$ cat src/mftt_pkg.sv
// Shared types and fixed constants of the motor feedback turn tracker.
// No dependencies; every other file refers to this package by scoped names.
package mftt_pkg;

    // Frame identifier base: motor slot n answers on BASE_ID + 1 + n
    localparam logic [10:0] BASE_ID   = 11'h200;

    localparam int SLOT_W    = 4;
    localparam int DATA_W    = 16;
    localparam int DELTA_W   = 17;
    localparam int COUNT_W   = 32;
    localparam int THR_W     = 15;

    localparam logic [THR_W-1:0] THR_RESET = 15'd100;

    // Decoded feedback frame, held in the input register
    typedef struct packed {
        logic                     bus;
        logic [SLOT_W-1:0]        slot;
        logic [DATA_W-1:0]        angle;
        logic signed [DATA_W-1:0] speed;
        logic signed [DATA_W-1:0] current;
    } t_frame;

endpackage

$ cat src/mftt_decode.sv
// Input register stage: filters frame identifiers and buses, decodes the
// big-endian fields and forms the entry index. Depends on mftt_pkg.
module mftt_decode #(
    parameter int MOTORS_PER_BUS = 11,
    parameter int BUS_COUNT      = 2
) (
    input  logic                    i_clk,
    input  logic                    i_rst_n,
    input  logic                    i_load,
    input  logic                    i_advance,
    input  logic                    i_bus_select,
    input  logic [10:0]             i_frame_id,
    input  logic [7:0]              i_angle_high,
    input  logic [7:0]              i_angle_low,
    input  logic [7:0]              i_speed_high,
    input  logic [7:0]              i_speed_low,
    input  logic [7:0]              i_current_high,
    input  logic [7:0]              i_current_low,
    output logic                    o_valid,
    output mftt_pkg::t_frame        o_frame,
    output logic [((BUS_COUNT > 2 ? 2 : BUS_COUNT) * MOTORS_PER_BUS > 1 ?
                   $clog2((BUS_COUNT > 2 ? 2 : BUS_COUNT) * MOTORS_PER_BUS) : 1) - 1:0]
                                    o_index
);

    localparam int EFF_BUS = (BUS_COUNT > 2) ? 2 : BUS_COUNT;
    localparam int ENTRIES = EFF_BUS * MOTORS_PER_BUS;
    localparam int IDX_W   = (ENTRIES > 1) ? $clog2(ENTRIES) : 1;
    localparam logic [10:0] LAST_ID = mftt_pkg::BASE_ID + 11'(MOTORS_PER_BUS);

    logic                    r_valid;
    mftt_pkg::t_frame        r_frame;
    logic [IDX_W-1:0]        r_index;

    logic                    hit;
    logic [10:0]             id_off;
    logic [mftt_pkg::SLOT_W-1:0] slot;
    logic [5:0]              entry_sum;
    mftt_pkg::t_frame        n_frame;

    // Drop identifiers outside the slot range and buses that are not fitted
    always_comb begin
        id_off    = i_frame_id - mftt_pkg::BASE_ID - 11'd1;
        slot      = id_off[mftt_pkg::SLOT_W-1:0];
        hit       = (i_frame_id > mftt_pkg::BASE_ID) && (i_frame_id <= LAST_ID)
                    && ((BUS_COUNT > 1) || !i_bus_select);
        entry_sum = {2'b00, slot} + (i_bus_select ? 6'(MOTORS_PER_BUS) : 6'd0);
        n_frame.bus     = i_bus_select;
        n_frame.slot    = slot;
        n_frame.angle   = {i_angle_high, i_angle_low};
        n_frame.speed   = {i_speed_high, i_speed_low};
        n_frame.current = {i_current_high, i_current_low};
    end

    // Hold the valid flag until the item moves on
    always_ff @(posedge i_clk) begin
        if (!i_rst_n) begin
            r_valid <= 1'b0;
        end else if (i_load) begin
            r_valid <= hit;
        end else if (i_advance) begin
            r_valid <= 1'b0;
        end
    end

    // Capture the decoded payload
    always_ff @(posedge i_clk) begin
        if (i_load) begin
            r_frame <= n_frame;
            r_index <= entry_sum[IDX_W-1:0];
        end
    end

    assign o_valid = r_valid;
    assign o_frame = r_frame;
    assign o_index = r_index;

endmodule

$ cat src/mftt_table.sv
// Per-motor state table: last angle and multi-turn count, with the
// read-modify-write of one entry per cycle while i_we is set. Depends on mftt_pkg.
module mftt_table #(
    parameter int MOTORS_PER_BUS = 11,
    parameter int BUS_COUNT      = 2
) (
    input  logic                                 i_clk,
    input  logic                                 i_rst_n,
    input  logic                                 i_we,
    input  logic [((BUS_COUNT > 2 ? 2 : BUS_COUNT) * MOTORS_PER_BUS > 1 ?
                   $clog2((BUS_COUNT > 2 ? 2 : BUS_COUNT) * MOTORS_PER_BUS) : 1) - 1:0]
                                                 i_index,
    input  logic [mftt_pkg::DATA_W-1:0]          i_angle,
    input  logic signed [mftt_pkg::DATA_W-1:0]   i_speed,
    input  logic [mftt_pkg::THR_W-1:0]           i_threshold,
    output logic signed [mftt_pkg::DELTA_W-1:0]  o_delta,
    output logic signed [mftt_pkg::COUNT_W-1:0]  o_count
);

    localparam int EFF_BUS = (BUS_COUNT > 2) ? 2 : BUS_COUNT;
    localparam int ENTRIES = EFF_BUS * MOTORS_PER_BUS;

    logic [mftt_pkg::DATA_W-1:0]  r_last_angle [ENTRIES];
    logic [mftt_pkg::COUNT_W-1:0] r_turns      [ENTRIES];

    logic [mftt_pkg::DATA_W-1:0]  prev_angle;
    logic [mftt_pkg::COUNT_W-1:0] prev_count;
    logic signed [mftt_pkg::DELTA_W-1:0] delta;
    logic signed [mftt_pkg::DELTA_W-1:0] spd_x;
    logic signed [mftt_pkg::DELTA_W-1:0] thr_x;
    logic [mftt_pkg::COUNT_W-1:0] n_count;

    // Read the entry, form the delta and apply the turn rule
    always_comb begin
        prev_angle = r_last_angle[i_index];
        prev_count = r_turns[i_index];
        delta      = $signed({1'b0, i_angle}) - $signed({1'b0, prev_angle});
        spd_x      = {i_speed[mftt_pkg::DATA_W-1], i_speed};
        thr_x      = $signed({2'b00, i_threshold});
        n_count    = prev_count;
        if (spd_x < -thr_x) begin
            if (delta > 0) begin
                n_count = prev_count - 32'd1;
            end
        end else if (spd_x > thr_x) begin
            if (delta < 0) begin
                n_count = prev_count + 32'd1;
            end
        end
    end

    // Write back the entry; clear the whole table at reset
    always_ff @(posedge i_clk) begin
        if (!i_rst_n) begin
            for (int k = 0; k < ENTRIES; k++) begin
                r_last_angle[k] <= '0;
                r_turns[k]      <= '0;
            end
        end else if (i_we) begin
            r_last_angle[i_index] <= i_angle;
            r_turns[i_index]      <= n_count;
        end
    end

    assign o_delta = delta;
    assign o_count = $signed(n_count);

endmodule

$ cat src/motor_feedback_turn_tracker_core.sv
// Top level of the motor feedback turn tracker: handshakes, threshold
// register and result register. Depends on mftt_pkg, mftt_decode, mftt_table.
//
// Use:
//   Input channel (i_in_valid / o_in_ready) takes one received feedback
//   frame: bus, 11-bit identifier and six data bytes. Frames with an
//   identifier outside 0x201 .. 0x200 + MOTORS_PER_BUS, or on a bus that
//   is not fitted, are dropped without a result.
//   Output channel (o_out_valid / i_out_ready) gives one item per kept
//   frame: decoded angle, speed, current, the angle delta against the
//   previous frame of that motor and the updated multi-turn count.
//   Config channel (i_cfg_valid / o_cfg_ready) writes the 15-bit speed
//   threshold; it is always ready. Write it only while no item is in flight.
// Timing:
//   An accepted frame passes the input register, then the table
//   read-modify-write into the result register. Throughput is one item
//   per cycle while the receiver takes results; the table updates one
//   entry per item.
// Reset clears the table (angles and counts to zero), the threshold to 100
// and both pipeline stages. When the receiver stalls, the result register
// holds and the input register still takes one more item before
// o_in_ready drops.
module motor_feedback_turn_tracker_core #(
    parameter int MOTORS_PER_BUS = 11,
    parameter int BUS_COUNT      = 2
) (
    input  logic                                i_clk,
    input  logic                                i_rst_n,
    input  logic                                i_in_valid,
    output logic                                o_in_ready,
    input  logic                                i_bus_select,
    input  logic [10:0]                         i_frame_id,
    input  logic [7:0]                          i_angle_high,
    input  logic [7:0]                          i_angle_low,
    input  logic [7:0]                          i_speed_high,
    input  logic [7:0]                          i_speed_low,
    input  logic [7:0]                          i_current_high,
    input  logic [7:0]                          i_current_low,
    output logic                                o_out_valid,
    input  logic                                i_out_ready,
    output logic                                o_out_bus,
    output logic [mftt_pkg::SLOT_W-1:0]         o_motor_index,
    output logic [mftt_pkg::DATA_W-1:0]         o_angle,
    output logic signed [mftt_pkg::DATA_W-1:0]  o_speed,
    output logic signed [mftt_pkg::DATA_W-1:0]  o_current,
    output logic signed [mftt_pkg::DELTA_W-1:0] o_angle_delta,
    output logic signed [mftt_pkg::COUNT_W-1:0] o_turn_count,
    input  logic                                i_cfg_valid,
    output logic                                o_cfg_ready,
    input  logic [mftt_pkg::THR_W-1:0]          i_cfg_data
);

    localparam int EFF_BUS = (BUS_COUNT > 2) ? 2 : BUS_COUNT;
    localparam int ENTRIES = EFF_BUS * MOTORS_PER_BUS;
    localparam int IDX_W   = (ENTRIES > 1) ? $clog2(ENTRIES) : 1;

    logic [mftt_pkg::THR_W-1:0]          r_threshold;
    logic                                r_out_valid;
    mftt_pkg::t_frame                    r_out_frame;
    logic signed [mftt_pkg::DELTA_W-1:0] r_out_delta;
    logic signed [mftt_pkg::COUNT_W-1:0] r_out_count;

    logic                                stage_valid;
    mftt_pkg::t_frame                    stage_frame;
    logic [IDX_W-1:0]                    stage_index;
    logic                                advance;
    logic                                load;
    logic signed [mftt_pkg::DELTA_W-1:0] delta;
    logic signed [mftt_pkg::COUNT_W-1:0] count;

    // Advance when the result register is free or being emptied
    assign advance    = stage_valid && (!r_out_valid || i_out_ready);
    assign o_in_ready = !stage_valid || advance;
    assign load       = i_in_valid && o_in_ready;
    assign o_cfg_ready = 1'b1;

    mftt_decode #(
        .MOTORS_PER_BUS (MOTORS_PER_BUS),
        .BUS_COUNT      (BUS_COUNT)
    ) u_decode (
        .i_clk          (i_clk),
        .i_rst_n        (i_rst_n),
        .i_load         (load),
        .i_advance      (advance),
        .i_bus_select   (i_bus_select),
        .i_frame_id     (i_frame_id),
        .i_angle_high   (i_angle_high),
        .i_angle_low    (i_angle_low),
        .i_speed_high   (i_speed_high),
        .i_speed_low    (i_speed_low),
        .i_current_high (i_current_high),
        .i_current_low  (i_current_low),
        .o_valid        (stage_valid),
        .o_frame        (stage_frame),
        .o_index        (stage_index)
    );

    mftt_table #(
        .MOTORS_PER_BUS (MOTORS_PER_BUS),
        .BUS_COUNT      (BUS_COUNT)
    ) u_table (
        .i_clk       (i_clk),
        .i_rst_n     (i_rst_n),
        .i_we        (advance),
        .i_index     (stage_index),
        .i_angle     (stage_frame.angle),
        .i_speed     (stage_frame.speed),
        .i_threshold (r_threshold),
        .o_delta     (delta),
        .o_count     (count)
    );

    // Threshold register
    always_ff @(posedge i_clk) begin
        if (!i_rst_n) begin
            r_threshold <= mftt_pkg::THR_RESET;
        end else if (i_cfg_valid) begin
            r_threshold <= i_cfg_data;
        end
    end

    // Result valid: set on advance, drop once taken
    always_ff @(posedge i_clk) begin
        if (!i_rst_n) begin
            r_out_valid <= 1'b0;
        end else if (advance) begin
            r_out_valid <= 1'b1;
        end else if (i_out_ready) begin
            r_out_valid <= 1'b0;
        end
    end

    // Result payload
    always_ff @(posedge i_clk) begin
        if (advance) begin
            r_out_frame <= stage_frame;
            r_out_delta <= delta;
            r_out_count <= count;
        end
    end

    assign o_out_valid   = r_out_valid;
    assign o_out_bus     = r_out_frame.bus;
    assign o_motor_index = r_out_frame.slot;
    assign o_angle       = r_out_frame.angle;
    assign o_speed       = r_out_frame.speed;
    assign o_current     = r_out_frame.current;
    assign o_angle_delta = r_out_delta;
    assign o_turn_count  = r_out_count;

    // Input side only backs up while an item sits in the input register
    a_ready_backpressure: assert property (@(posedge i_clk) disable iff (!i_rst_n)
        !o_in_ready |-> stage_valid)
        else $error("input ready low with empty input register");

    // Every result names a fitted motor slot and bus
    a_slot_range: assert property (@(posedge i_clk) disable iff (!i_rst_n)
        o_out_valid |-> (32'(o_motor_index) < MOTORS_PER_BUS)
                        && (32'(o_out_bus) < BUS_COUNT))
        else $error("result for a slot or bus that is not fitted");

    // Nothing is shown in the cycle after reset
    a_reset_empty: assert property (@(posedge i_clk)
        $past(!i_rst_n) |-> !o_out_valid)
        else $error("result valid right after reset");

endmodule
$ cat config.mk
export PLATFORM = sky130hd
export DESIGN_NAME = motor_feedback_turn_tracker_core
export DESIGN_NICKNAME = d
export VERILOG_FILES = /design/src/mftt_pkg.sv /design/src/mftt_decode.sv /design/src/mftt_table.sv /design/src/motor_feedback_turn_tracker_core.sv
export SDC_FILE = /design/constraint.sdc
export NUM_CORES = 2
export LEC_CHECK = 0
export CORE_MARGIN = 3
export CORE_UTILIZATION = 40
export CTS_CLUSTER_DIAMETER = 100
export CTS_CLUSTER_SIZE = 28
export DETAILED_ROUTE_END_ITERATION = 6
export DONT_BUFFER_PORTS = 1
export PLACE_DENSITY = 0.64
export SETUP_SLACK_MARGIN = 0.3
export SLEW_MARGIN = 25
export SYNTH_ARGS = -nofsm -noshare
export SYNTH_HDL_FRONTEND = slang
export SYNTH_SLANG_ARGS = --single-unit
$ cat constraint.sdc
create_clock -name i_clk -period 10.8 [get_ports i_clk]
set_input_delay 0 -clock i_clk [delete_from_list [all_inputs] [get_ports i_clk]]
set_output_delay 0 -clock i_clk [all_outputs]
set_load 0.03 [all_outputs]
Word-level counts from Yosys, hierarchy flattened --
Memories as Yosys holds them, arrays and structs flattened. A register that Yosys moved wholly into a read port is not among the register bits. Cells that the tools add are included.
Cells by class: $add $sub $neg 7, order comparisons 6, mux-type cells 21, reduce and logical (&&, ||, !) cells 11
Operator list (count):
- $mux 32 | 5
- $add 32x1->32 const B | 1
- $reduce_or 32->1 | 1
- $sub 32x1->32 const B | 1
- $mux 5 | 4
- $gt 17x1->1 const B | 1
- $lt 16x17->1 | 1
- $lt 17x1->1 const B | 1
- $neg 15->17 | 1
- $sub 16x16->17 | 1
- $gt 16x16->1 | 1
- $mux 16 | 1
- $reduce_or 16->1 | 1
- $gt 11x10->1 const B | 1
- $le 11x10->1 const B | 1
- $mux 1 | 10
- $sub 4x1->4 const B | 2
- $add 4x5->5 | 1
- $mux 4 | 1
- $reduce_bool 2->1 | 2
- $logic_and 1x1->1 | 3
- $logic_not 1->1 | 2
- $logic_or 1x1->1 | 2
Storage, ports and cells: flip-flop bits (word level) 177, RAM bits 1056, input bits 80, output and inout port bits 105, word-level logic and storage cells 63, memories 2
Memory list:
- u_table.r_turns | depth 22, width 32, rd ports 1, clocked after memory_dff 1, write ports 22, RTL line mftt_table.sv:24 | logic [mftt_pkg::COUNT_W-1:0] r_turns [ENTRIES];
- u_table.r_last_angle | depth 22, width 16, rd ports 1, clocked after memory_dff 1, write ports 22, RTL line mftt_table.sv:23 | logic [mftt_pkg::DATA_W-1:0] r_last_angle [ENTRIES];

Logic depth before layout (Yosys ltp) --
depth after elaboration 8, depth in mapped cells 28

Cells and area by module --
Synthesis repeated with hierarchy kept, for this count alone.
Unflattened totals: cells, all modules 4986, area, all modules 74176.1 um2
Modules (own cells, without submodules):
- mftt_table | times used 1, cells an instance 4743, area an instance 68494.4 um2
- motor_feedback_turn_tracker_core | times used 1, cells an instance 158, area an instance 3698.5 um2
- mftt_decode | times used 1, cells an instance 85, area an instance 1983.2 um2

Worst setup path before layout --
Ideal clock, no wire load.
path kind flip-flop to flip-flop, from register r_out_valid, in the netlist o_out_valid, to memory u_table.r_last_angle[22][0] in the netlist's numbering (enable), library setup time 454 ps, data arrival time 8463 ps, data required time 10346 ps, setup slack 1884 ps, cell stages (with the launch flop) 6, buffers on the path 0, clock period less this slack 8916 ps, cells stage by stage dfxtp_1 > nor2b_1 > nor2b_1 > nand3_1 > or2_2 > nor2_1
RTL lines:
- start, declared | RTL line motor_feedback_turn_tracker_core.sv:58 | logic r_out_valid;
- start signal, assigned | RTL line motor_feedback_turn_tracker_core.sv:125 | r_out_valid <= 1'b0;
- start signal, assigned | RTL line motor_feedback_turn_tracker_core.sv:127 | r_out_valid <= 1'b1;
- start signal, assigned | RTL line motor_feedback_turn_tracker_core.sv:129 | r_out_valid <= 1'b0;
- end, declared | RTL line mftt_table.sv:23

==> reports/qor.txt <==
status: finished, final reports clean
CP max FO: 52
vias in the first global route: 42731
Tcrit/Tclk final: 70.59%
Yosys reg bits: 1718
unrepaired setup endpoints after global routing: false
Max Cap Viol: 0
Rows: 157
H-tree Lvls: 3
Cell Chain, Critical Path: buf_12 -> mux4_2 -> mux4_2 -> mux2i_1 -> ha_1 -> o21ai_0 -> nor2_1 -> nand3b_1 -> o21ai_1 -> buf_4 -> nand3_1 -> nor4_1 -> and2_1 -> nand4_1 -> o31ai_1 -> xor2_1 -> inv_1
most frequent cells in the layout: 1696 x edfxtp_1, 758 x nor2_1, 316 x and3_1
Synthesized Nets: 4856
first-pass GRT wire length: 309300 µm
Clock Pin Slew Worst Setup and Hold Paths: 0.10 ns
Synth cell types: 93
fraction of registers with async set/reset: 0%
nets: 4871
post-CTS resize count: 0
port bufs: 0
P&R area growth vs syn: 8.952%
CTS Buf Count: 73
CTS Root Cell: clkbuf_16
worst vdd ir: 0.0001347 V
final setup fails: 0
Wirelength per Cell: 29.89 µm
Mean Syn Cell Area: 15.71 µm²
Pre-Repair DR Iteration Count: 6
initial antenna violation count: 2
commonest non-fill, non-tap cell in the layout: edfxtp_1
Final Max Tran Viols: 0
YS warnings: 0
power per cell area: 178.9 nW/µm²
Post-DP Area: 77120 µm²
CP startpoint kind: flop
CP Capture Type: flop
gr usage total: 22.29%
clk_lat worst skew: 0.75 ns
worst slew pin tran: 1.033 ns
IO Count: 185
DRC errors left: 0
clock tree sinks: 1718
DRT antenna net count: 0
die area: 190500 µm²
ys flop type: edfxtp_1
most used cell, CP: mux4_2
Starting Density: 40.36%
max incr delay on CP: 0.92 ns
Final Skew: 0.03936 ns
WS Path Type: flop to flop
Crit path arrival time: 8.02 ns
GP Congestion: 0.9149
layout cell share with drive strength beyond 1: 15.34%
largest net degree at the start of global routing: 112
clock buffer depth: 3
setup total negative slack: 0 ns
final wirelength: 215700 µm
Seq/Total Area, Yosys: 69.30%
leakage power: 29.24 nW
Slew Limit Headroom: 30.99%
Core Area: 183700 µm²
Worst Path Required: 11.19 ns
hpwl dp: 121500 µm
Fin. Hold Viols: 0
die height: 436.5 µm
worst hold path type: input pin to flop
minimum clock period: 7.624 ns
drt initial violations: 5716
post-synthesis instance total: 4718
CTS tree: built
slowest CP cell: dfxtp_4
r2r setup slk: 3.18 ns
final instance area: 80760 µm²
Max Fclk: 131.2 MHz
DR vias/cell: 5.933
EDFF count, synth: 1696
GRT overflow: 0
vias: 42822
worst hold slack: 0.07606 ns
Post-Synthesis Cell Area: 74120 µm²
Die W: 436.5 µm
-- state kept, by name, indices dropped and copies added (netlist names), 4 cells and up, named ones only --
signal,cells
o_angle,16
o_angle_delta,17
o_current,16
o_motor_index,4
o_speed,16
o_turn_count,32
r_threshold,15
u_decode.o_frame,53
u_decode.o_index,5
u_table.r_last_angle,512
u_table.r_turns,1024
-- cells by family (layout without fill, tap and decap cells) --
| logic type | Yosys count | after routing | share of synthesized area [%] |
|---|---|---|---|
| multiplexers | 609 | 609 | 13.29 |
| flip-flops | 1718 | 1718 | 69.30 |
| adder cells (fa/ha/maj) | 58 | 58 | 0.9993 |
| AO/OA/AOI/OAI | 321 | 321 | 3.071 |
| buffers and inverters | 458 | 493 | 3.074 |
| AND/OR/NAND/NOR | 1503 | 1503 | 9.644 |
| XOR/XNOR | 50 | 50 | 0.6111 |
| other | 1 | 2 | 0.005059 |
-- through the flow --
| stage | instances | setup slack (ns) | power [mW] | util (%) |
|---|---|---|---|---|
| after floorplan | 4718 | 1.884 | 10.13 | - |
| after global placement | 6963 | 2.862 | 11.12 | 41.91 |
| after detailed placement | 6969 | 2.857 | 11.16 | 41.99 |
| after CTS | 7216 | 2.812 | 14.48 | 43.94 |
| after global routing | 7218 | 2.700 | 14.95 | 43.97 |
| final | 7218 | 3.176 | 14.45 | 43.97 |
-- critical path: cells and delay by family, from the launching register on --
kind                     cells  cell delay, ns
buffers and inverters        3            1.03
flip-flops                   1            0.92
AO/OA/AOI/OAI                3            0.61
AND/OR/NAND/NOR              6            2.06
adder cells (fa/ha/maj)      1            0.41
XOR/XNOR                     1            0.65
multiplexers                 3            1.49
-- cells in the mapped netlist, types with 33 or more instances --
cell type / instances / area (µm²)
a21oi_1: 46 / 230.2
a22oi_1: 102 / 765.7
and3_1: 316 / 1977
buf_2: 61 / 305.3
buf_4: 39 / 292.8
clkbuf_1: 232 / 870.8
edfxtp_1: 1696 / 50930
ha_1: 56 / 700.7
inv_1: 72 / 270.3
mux2i_1: 299 / 2993
mux4_2: 290 / 6531
nand2_1: 133 / 499.2
nand3_1: 71 / 355.3
nor2_1: 774 / 2905
nor2_2: 39 / 244.0
nor2b_1: 33 / 206.5
-- path summary, 6_finish.rpt --
check                                         to  depth (start not counted)                           start
setup reg to reg      o_turn_count[21]$_DFFE_PP_                         17                            flop
hold / removal    u_decode.o_frame[52]$_DFFE_PP_                          1                    i_bus_select
setup / recovery      o_turn_count[21]$_DFFE_PP_                         17                            flop
hold reg to reg       o_motor_index[2]$_DFFE_PP_                          0  u_decode.o_frame[50]$_DFFE_PP_
-- repair_timing --
action	in CTS	in global routing
hold buffers	152	0
endpoints found under the hold margin	523	0
setup endpoints to repair	0	0
setup buffers	0	0
-- cell type report --
type                            count  area, µm²
Tap cell                         2464       3083
Antenna cell                        1      2.502
Inverter                           76      285.3
Fill cell                       15919     102900
Clock buffer                       85       1914
Sequential cell                  1718      51380
Clock inverter                     10      127.6
Timing Repair Buffer              322       2969
Multi-Input combinational cell   2542      20990
-- layer usage --
metal  wire [µm]  GRT usage [%]  vias to the layer above
met2      104100          36.52                     2262
met1       84140          30.38                    22312
met5           0              0                        -
li1            -              -                    17908
met4        7168          6.756                        0
met3       20300          4.029                      340
-- where the power goes --
group | switching (mW) | internal (mW)
clock network | 2.06 | 1.29
logic | 2.22 | 1.08
registers | 0.110 | 7.69
No activity file was read; power rests on OpenSTA's default activity.
